==> src/hdl/iaop_pkg.sv <==
// iaop_pkg: shared widths, defaults and the group table entry type
// for the interval alias offset planner. No dependencies.
`timescale 1ns / 1ps

package iaop_pkg;

    localparam int IAOP_MAX_GROUPS = 16;

    localparam int TAG_W   = 16;
    localparam int BATCH_W = 16;
    localparam int OFF_W   = 48;
    localparam int ALIGN_W = 5;
    localparam int SLOT_W  = 4;

    localparam int IN_W  = 104;
    localparam int OUT_W = 120;

    typedef struct packed {
        logic [BATCH_W-1:0] end_batch;
        logic [OFF_W-1:0]   next_offset;
    } grp_entry_t;

endpackage

==> src/hdl/interval_alias_offset_planner.sv <==
// interval_alias_offset_planner: first-fit placement of resources into lifetime
// groups; the group table is a synchronous memory scanned one entry a cycle.
// Depends on iaop_pkg.
//
// channel  dir  tdata fields (low bit first)
// s_*      in   first_of_plan, resource_tag, start_batch, end_batch, byte_size, align_log2
// m_*      out  result_tag, placed_offset, group_slot, opened_group, peak_bytes, overflow
//
// One item at a time. An accepted item goes through the align and commit steps
// directly when no group is live or first_of_plan is set, else it first scans
// the table in order, up to and including the first reusable entry, or all
// groups when none is reusable. The table is read one entry a cycle into a read
// data register; the planner returns to idle as the result is registered.
// Reset clears the group count and peak; table entries are written before read.
// A result waiting in the output register stalls only the final commit step.
`timescale 1ns / 1ps

module interval_alias_offset_planner
    import iaop_pkg::*;
#(
    parameter int MAX_GROUPS = IAOP_MAX_GROUPS
)
(
    input  logic             clk,
    input  logic             rst_n,
    input  logic             s_tvalid,
    output logic             s_tready,
    // first_of_plan, resource_tag, start_batch, end_batch, byte_size, align_log2
    input  logic [IN_W-1:0]  s_tdata,
    output logic             m_tvalid,
    input  logic             m_tready,
    // result_tag, placed_offset, group_slot, opened_group, peak_bytes, overflow
    output logic [OUT_W-1:0] m_tdata
);

    localparam int CNT_W = $clog2(MAX_GROUPS + 1);
    localparam int IDX_W = (MAX_GROUPS > 1) ? $clog2(MAX_GROUPS) : 1;

    localparam logic [1:0] S_IDLE   = 2'd0;
    localparam logic [1:0] S_SCAN   = 2'd1;
    localparam logic [1:0] S_ALIGN  = 2'd2;
    localparam logic [1:0] S_COMMIT = 2'd3;

    // input fields
    logic               in_first;
    logic [TAG_W-1:0]   in_tag;
    logic [BATCH_W-1:0] in_start;
    logic [BATCH_W-1:0] in_end;
    logic [OFF_W-1:0]   in_size;
    logic [ALIGN_W-1:0] in_align;

    assign in_first = s_tdata[0];
    assign in_tag   = s_tdata[16:1];
    assign in_start = s_tdata[32:17];
    assign in_end   = s_tdata[48:33];
    assign in_size  = s_tdata[96:49];
    assign in_align = s_tdata[101:97];

    logic [1:0]         state_reg, state_next;
    logic [TAG_W-1:0]   tag_reg, tag_next;
    logic [BATCH_W-1:0] start_reg, start_next;
    logic [BATCH_W-1:0] end_reg, end_next;
    logic [OFF_W-1:0]   size_reg, size_next;
    logic [ALIGN_W-1:0] align_reg, align_next;
    logic [CNT_W-1:0]   count_reg, count_next;
    logic [OFF_W-1:0]   peak_reg, peak_next;
    logic [CNT_W-1:0]   issue_reg, issue_next;
    logic               pend_valid_reg, pend_valid_next;
    logic [IDX_W-1:0]   pend_idx_reg, pend_idx_next;
    logic               found_reg, found_next;
    logic [IDX_W-1:0]   slot_reg, slot_next;
    logic [OFF_W-1:0]   base_reg, base_next;
    logic               ovf_reg, ovf_next;
    logic               opened_reg, opened_next;
    logic [OFF_W:0]     placed_reg, placed_next;
    logic               m_valid_reg, m_valid_next;
    logic [OUT_W-1:0]   m_data_reg, m_data_next;

    // group table
    grp_entry_t         grp_mem [MAX_GROUPS];
    grp_entry_t         rd_data_reg;
    logic               rd_en;
    logic [IDX_W-1:0]   rd_addr;
    logic               wr_en;
    logic [IDX_W-1:0]   wr_addr;
    grp_entry_t         wr_data;

    logic               out_free;
    logic [OFF_W:0]     amask;
    logic [OFF_W+1:0]   top;
    logic               fin_ovf;
    logic [IDX_W+SLOT_W-1:0] slot_ext;

    assign s_tready = (state_reg == S_IDLE);
    assign m_tvalid = m_valid_reg;
    assign m_tdata  = m_data_reg;
    assign out_free = !m_valid_reg || m_tready;

    assign amask    = ((OFF_W+1)'(1) << align_reg) - (OFF_W+1)'(1);
    assign top      = {1'b0, placed_reg} + {2'b00, size_reg};
    assign fin_ovf  = ovf_reg || (top[OFF_W+1:OFF_W] != 2'b00);
    assign slot_ext = {{SLOT_W{1'b0}}, slot_reg};

    always_comb
    begin
        state_next      = state_reg;
        tag_next        = tag_reg;
        start_next      = start_reg;
        end_next        = end_reg;
        size_next       = size_reg;
        align_next      = align_reg;
        count_next      = count_reg;
        peak_next       = peak_reg;
        issue_next      = issue_reg;
        pend_valid_next = 1'b0;
        pend_idx_next   = pend_idx_reg;
        found_next      = found_reg;
        slot_next       = slot_reg;
        base_next       = base_reg;
        ovf_next        = ovf_reg;
        opened_next     = opened_reg;
        placed_next     = placed_reg;
        m_valid_next    = m_valid_reg && !m_tready;
        m_data_next     = m_data_reg;
        rd_en           = 1'b0;
        rd_addr         = issue_reg[IDX_W-1:0];
        wr_en           = 1'b0;
        wr_addr         = slot_reg;
        wr_data.end_batch   = end_reg;
        wr_data.next_offset = top[OFF_W-1:0];

        unique case (state_reg)
            S_IDLE:
            begin
                if (s_tvalid)
                begin
                    tag_next    = in_tag;
                    start_next  = in_start;
                    end_next    = in_end;
                    size_next   = in_size;
                    align_next  = in_align;
                    issue_next  = '0;
                    found_next  = 1'b0;
                    base_next   = '0;
                    ovf_next    = 1'b0;
                    opened_next = 1'b0;
                    if (in_first)
                    begin
                        count_next = '0;
                        peak_next  = '0;
                    end
                    if (in_first || count_reg == '0)
                        state_next = S_ALIGN;
                    else
                        state_next = S_SCAN;
                end
            end
            S_SCAN:
            begin
                rd_en = (issue_reg < count_reg);
                if (rd_en)
                begin
                    issue_next      = issue_reg + CNT_W'(1);
                    pend_valid_next = 1'b1;
                    pend_idx_next   = issue_reg[IDX_W-1:0];
                end
                if (pend_valid_reg)
                begin
                    if (rd_data_reg.end_batch < start_reg)
                    begin
                        found_next      = 1'b1;
                        slot_next       = pend_idx_reg;
                        base_next       = rd_data_reg.next_offset;
                        pend_valid_next = 1'b0;
                        state_next      = S_ALIGN;
                    end
                    else
                    begin
                        if (rd_data_reg.next_offset > base_reg)
                            base_next = rd_data_reg.next_offset;
                        if ((CNT_W'(pend_idx_reg) + CNT_W'(1)) == count_reg)
                            state_next = S_ALIGN;
                    end
                end
            end
            S_ALIGN:
            begin
                if (!found_reg)
                begin
                    if (count_reg == CNT_W'(MAX_GROUPS))
                    begin
                        ovf_next  = 1'b1;
                        slot_next = '0;
                    end
                    else
                    begin
                        opened_next = 1'b1;
                        slot_next   = count_reg[IDX_W-1:0];
                    end
                end
                placed_next = ({1'b0, base_reg} + amask) & ~amask;
                state_next  = S_COMMIT;
            end
            S_COMMIT:
            begin
                if (out_free)
                begin
                    if (!fin_ovf)
                    begin
                        wr_en = 1'b1;
                        if (opened_reg)
                            count_next = count_reg + CNT_W'(1);
                        if (top[OFF_W-1:0] > peak_reg)
                            peak_next = top[OFF_W-1:0];
                    end
                    m_data_next = '0;
                    m_data_next[15:0]   = tag_reg;
                    m_data_next[63:16]  = fin_ovf ? '0 : placed_reg[OFF_W-1:0];
                    m_data_next[67:64]  = slot_ext[SLOT_W-1:0];
                    m_data_next[68]     = opened_reg && !fin_ovf;
                    m_data_next[116:69] = (!fin_ovf && top[OFF_W-1:0] > peak_reg) ?
                                          top[OFF_W-1:0] : peak_reg;
                    m_data_next[117]    = fin_ovf;
                    m_valid_next        = 1'b1;
                    state_next          = S_IDLE;
                end
            end
            default:
            begin
                state_next = S_IDLE;
            end
        endcase
    end

    always_ff @(posedge clk)
    begin
        if (wr_en)
            grp_mem[wr_addr] <= wr_data;
        if (rd_en)
            rd_data_reg <= grp_mem[rd_addr];
    end

    always_ff @(posedge clk or negedge rst_n)
    begin
        if (!rst_n)
        begin
            state_reg      <= S_IDLE;
            count_reg      <= '0;
            peak_reg       <= '0;
            pend_valid_reg <= 1'b0;
            m_valid_reg    <= 1'b0;
        end
        else
        begin
            state_reg      <= state_next;
            count_reg      <= count_next;
            peak_reg       <= peak_next;
            pend_valid_reg <= pend_valid_next;
            m_valid_reg    <= m_valid_next;
        end
    end

    always_ff @(posedge clk)
    begin
        tag_reg      <= tag_next;
        start_reg    <= start_next;
        end_reg      <= end_next;
        size_reg     <= size_next;
        align_reg    <= align_next;
        issue_reg    <= issue_next;
        pend_idx_reg <= pend_idx_next;
        found_reg    <= found_next;
        slot_reg     <= slot_next;
        base_reg     <= base_next;
        ovf_reg      <= ovf_next;
        opened_reg   <= opened_next;
        placed_reg   <= placed_next;
        m_data_reg   <= m_data_next;
    end

endmodule

==> config.mk <==
export PLATFORM = sky130hd
export DESIGN_NAME = interval_alias_offset_planner
export DESIGN_NICKNAME = d
export VERILOG_FILES = /design/src/hdl/iaop_pkg.sv /design/src/hdl/interval_alias_offset_planner.sv
export SDC_FILE = /design/constraint.sdc
export NUM_CORES = 2
export LEC_CHECK = 0
export ABC_AREA = 0
export BUFFER_PORTS_ARGS = -buffer_cell sky130_fd_sc_hd__buf_2
export CAP_MARGIN = 0
export CORE_MARGIN = 2
export CORE_UTILIZATION = 60
export DETAILED_ROUTE_END_ITERATION = 12
export PLACE_DENSITY = 0.78
export SYNTH_ARGS = -nofsm -noshare
export SYNTH_HDL_FRONTEND = slang
export SYNTH_SLANG_ARGS = --single-unit
==> constraint.sdc <==
create_clock -name clk -period 11.4 [get_ports clk]
set_clock_uncertainty 0.1 [all_clocks]
set_input_delay 1.14 -clock clk [delete_from_list [all_inputs] [get_ports clk]]
set_output_delay 1.14 -clock clk [all_outputs]
set_load 0.005 [all_outputs]
==> reports/metrics.yaml <==
run_status:
  outcome: "complete, no violations"
synth:
  yosys_warnings: 0
  avgSynthCellArea_um2: 17.6
  synthArstFlopShare_pct: 3.86
  synth_area_leaders: "edfxtp_1 68%, mux4_2 11%, ha_1 4.3%, dfrtp_1 2.3%, a21oi_1 1.1%"
  yosysTopAreaCell: "edfxtp_1"
  yosysMostFrequentCell: "edfxtp_1"
  synth_fa_ha_area_share_pct: 4.41
  synthMuxAreaShare_pct: 12.3
  synth_top_area_share_pct: 67.6
  synth_top_family_by_area: "multiplexers"
  ys_ff_latch: 1477
  synth-xor-area-share_pct: 1.37
  synth-compound-area-share_pct: 5.39
  yosysUniqueCellTypes: 93
  synthFlopType: "edfxtp_1"
  yosys.area_share.simple_pct: 4.79
  synth_common_cells: "1420 x edfxtp_1, 320 x mux4_2, 219 x ha_1, 153 x inv_1, 144 x a21oi_1"
  synth_edf_count: 1420
  ys_seq_area_share_pct: 69.8
  synthCells: 3584
  netlist_area_um2: 63100
worst_setup_path:
  reg2reg_slack_ps: 3210
  slowest_delay_ps: 850
  rr_worst_depth: 21
  cp.arrival_ps: 8750
  path_class: "reg2reg"
  worstSetupStartpointType: "flip-flop"
  crit_top_cell: "a21oi_1"
  rr_endpoint: "peak_reg[30]$_DFFE_PN0P_"
  cp-end-kind: "flip-flop"
  path_cells: "ha_1 -> a21oi_1 -> o21ai_0 -> a21oi_1 -> nand3_1 -> o31ai_1 -> o21bai_1 -> a21boi_0 -> o21ai_0 -> xor2_1 -> buf_4 -> ha_1 -> nand4_1 -> nor4_1 -> o31ai_1 -> a21oi_1 -> o2111ai_4 -> a21oi_4 -> buf_4 -> nor2_1 -> a31o_1"
  crit_slowest_cell: "a21oi_4"
  cp.required_ps: 11950
  crit_fanout: 46
  r2r_start: "size_reg[14]$_DFFE_PP_"
clocking:
  cts_buffer_depth: 3
  clkTransAtPathRegs_ps: 60
  cts.htree.levels: 4
  clock_sinks: 1477
  cts_tree: "built"
  postCtsResizedCells: 0
  cts_hold_buf: 0
  numCtsBuffers: 149
  cts_setup_buffers: 0
  clock_latency_ps: 770
  cts-root-buf: "clkbuf_16"
cells_and_area:
  layout-drive-gt1-share_pct: 22.9
  final_nets: 4247
  multi_input_area_um2: 18000
  num-fill-cells: 6541
  area_delta_synth_final_pct: 12.6
  final_area_um2: 71100
  largest_reg_flops: 1024
  register_area_um2: 44100
job:
  maxCapViolations: 0
global_routing:
  grt_max_degree: 126
  grt_pass1_vias: 35220
  grt.total_usage_pct: 28.7
  antenna_found_initial: 7
  grt-ovfl-total: 0
  grt_pass1_wl_um: 225000
place:
  dp_hpwl_um: 88700
  portBuffers: 225
  place_area_um2: 66200
  gp_congestion: 0.905
sta:
  fmax_ghz: 0.122
  finalMaxSlewViolations: 0
  rsz0062_at_grt: "no"
  min_period_ps: 8190
  worstMarginPinSlew_ps: 1160
  setup_viol: 0
  finalSetupTns_ps: 0
  hold_violations: 0
  fin_crit_sh_pct: 71.9
  slew_headroom_pct: 22.8
worst_hold_path:
  hold_end: "m_tdata[9]$_DFFE_PP_"
  hold_path_depth: 0
  hold_class: "reg2reg"
  min_from: "tag_reg[9]$_DFFE_PP_"
drt:
  avgRoutedWirePerCell_um: 28.1
  vias_per_cell: 6.42
  first_pass_iters: 5
  drtIter0Drc: 4237
  antenna_left: 0
  vias: 34824
  routed_wl_um: 153000
  drt_drc_violations_left: 0
die:
  placementRows: 118
  core_um2: 104000
  dieArea_um2: 108000
  start_util_pct: 60.7
  fp.dieH_um: 328
  die_w_um: 328
  top_level_ports: 230
pwr:
  ir_drop_mv: 0.224
  p_leak_nw: 24.8
  cellPowerDensity_nw_per_um2: 311
## critical path, delay by kind of cell (launching register included)
kind	cells	cell delay (ps)
DFF	1	380
AOI/OAI and AO/OA	12	4500
buffers and inverters	2	760
and+or+nand+nor	4	1380
xor gates and xnor gates	1	180
adders and majority gates	2	750
## metal layers
| metal | vias up | GRT usage [%] | routed length (um) |
|---|---|---|---|
| li1 | 14955 | - | - |
| met1 | 17699 | 40.4 | 59200 |
| met2 | 1878 | 45.9 | 73600 |
| met3 | 292 | 5.35 | 15000 |
| met4 | 0 | 9.72 | 4780 |
| met5 | - | 0 | 0 |
## where the power goes
part | internal [mW] | leakage (nW) | total, mW | switching, mW
clock network | 2.76 | 2.35 | 4.84 | 2.07
logic | 3.20 | 8.75 | 8.66 | 5.46
registers | 8.22 | 13.7 | 8.63 | 0.410
## cells by family after synthesis
logic type,count (synthesis)
compound gates,524
simple gates,591
flops,1477
mux,369
buf+inv,303
other cells,1
fa+ha+maj,221
xor+xnor,98
## how the worst max path moves through the flow
stage / from / to / slack [ps] / cells after the start
2_1_floorplan: m_tready / grp_mem[1][0]$_DFFE_PP_ / 1440 / 5
3_3_place_gp: placed_reg[14]$_DFFE_PP_ / peak_reg[30]$_DFFE_PN0P_ / 3220 / 21
3_5_place_dp: size_reg[14]$_DFFE_PP_ / peak_reg[30]$_DFFE_PN0P_ / 3260 / 21
4_1_cts: size_reg[14]$_DFFE_PP_ / peak_reg[30]$_DFFE_PN0P_ / 3210 / 21
5_1_grt: placed_reg[1]$_DFFE_PP_ / peak_reg[30]$_DFFE_PN0P_ / 2770 / 21
6_report: size_reg[14]$_DFFE_PP_ / peak_reg[30]$_DFFE_PN0P_ / 3210 / 21
## layout make-up
cell class / instances / area share (%)
flip-flops and latches: 1477 / 62.0
multi-input cells: 1814 / 25.3
clock buffers: 193 / 5.67
repair buffers: 320 / 2.61
well taps: 1380 / 2.43
clock inverters: 80 / 1.13
inverters: 156 / 0.824
diodes: 1 / 0.00352
## layout by cell type, fill, tap and decap left out, types with 15 or more instances in the layout
| cell type | instances |
|---|---|
| clkinv_1 | 21 |
| edfxtp_1 | 1420 |
| a31oi_1 | 15 |
| a211oi_1 | 17 |
| clkbuf_16 | 152 |
| a21oi_1 | 144 |
| o21ai_0 | 132 |
| xnor2_1 | 45 |
| nand3_1 | 71 |
| nand2_1 | 103 |
| mux2_2 | 18 |
| nor2_1 | 128 |
| mux4_2 | 320 |
| o21a_1 | 18 |
| inv_1 | 153 |
| clkinv_2 | 26 |
| nand4_1 | 45 |
| and2_1 | 104 |
| a21o_1 | 74 |
| nand2b_1 | 24 |
| xor2_1 | 52 |
| dfrtp_1 | 57 |
| clkbuf_1 | 34 |
| ha_1 | 217 |
| nor2b_1 | 24 |
| buf_2 | 225 |
| mux2_1 | 28 |
| nor3_1 | 25 |
| buf_4 | 94 |
## per-stage QoR
stage	total power [mW]	std cells	util (%)	hold WS [ps]	setup slack (ps)
final	22.1	5421	68.4	317	3210
after global routing	23.1	5420	68.4	325	2770
after CTS	22.1	5420	68.4	318	3210
after detailed placement	17.1	5147	63.7	306	3260
after global placement	16.9	5147	63.7	303	3220
after floorplan	14.2	3594	-	300	1440
Power figures use the tool's default switching activity.
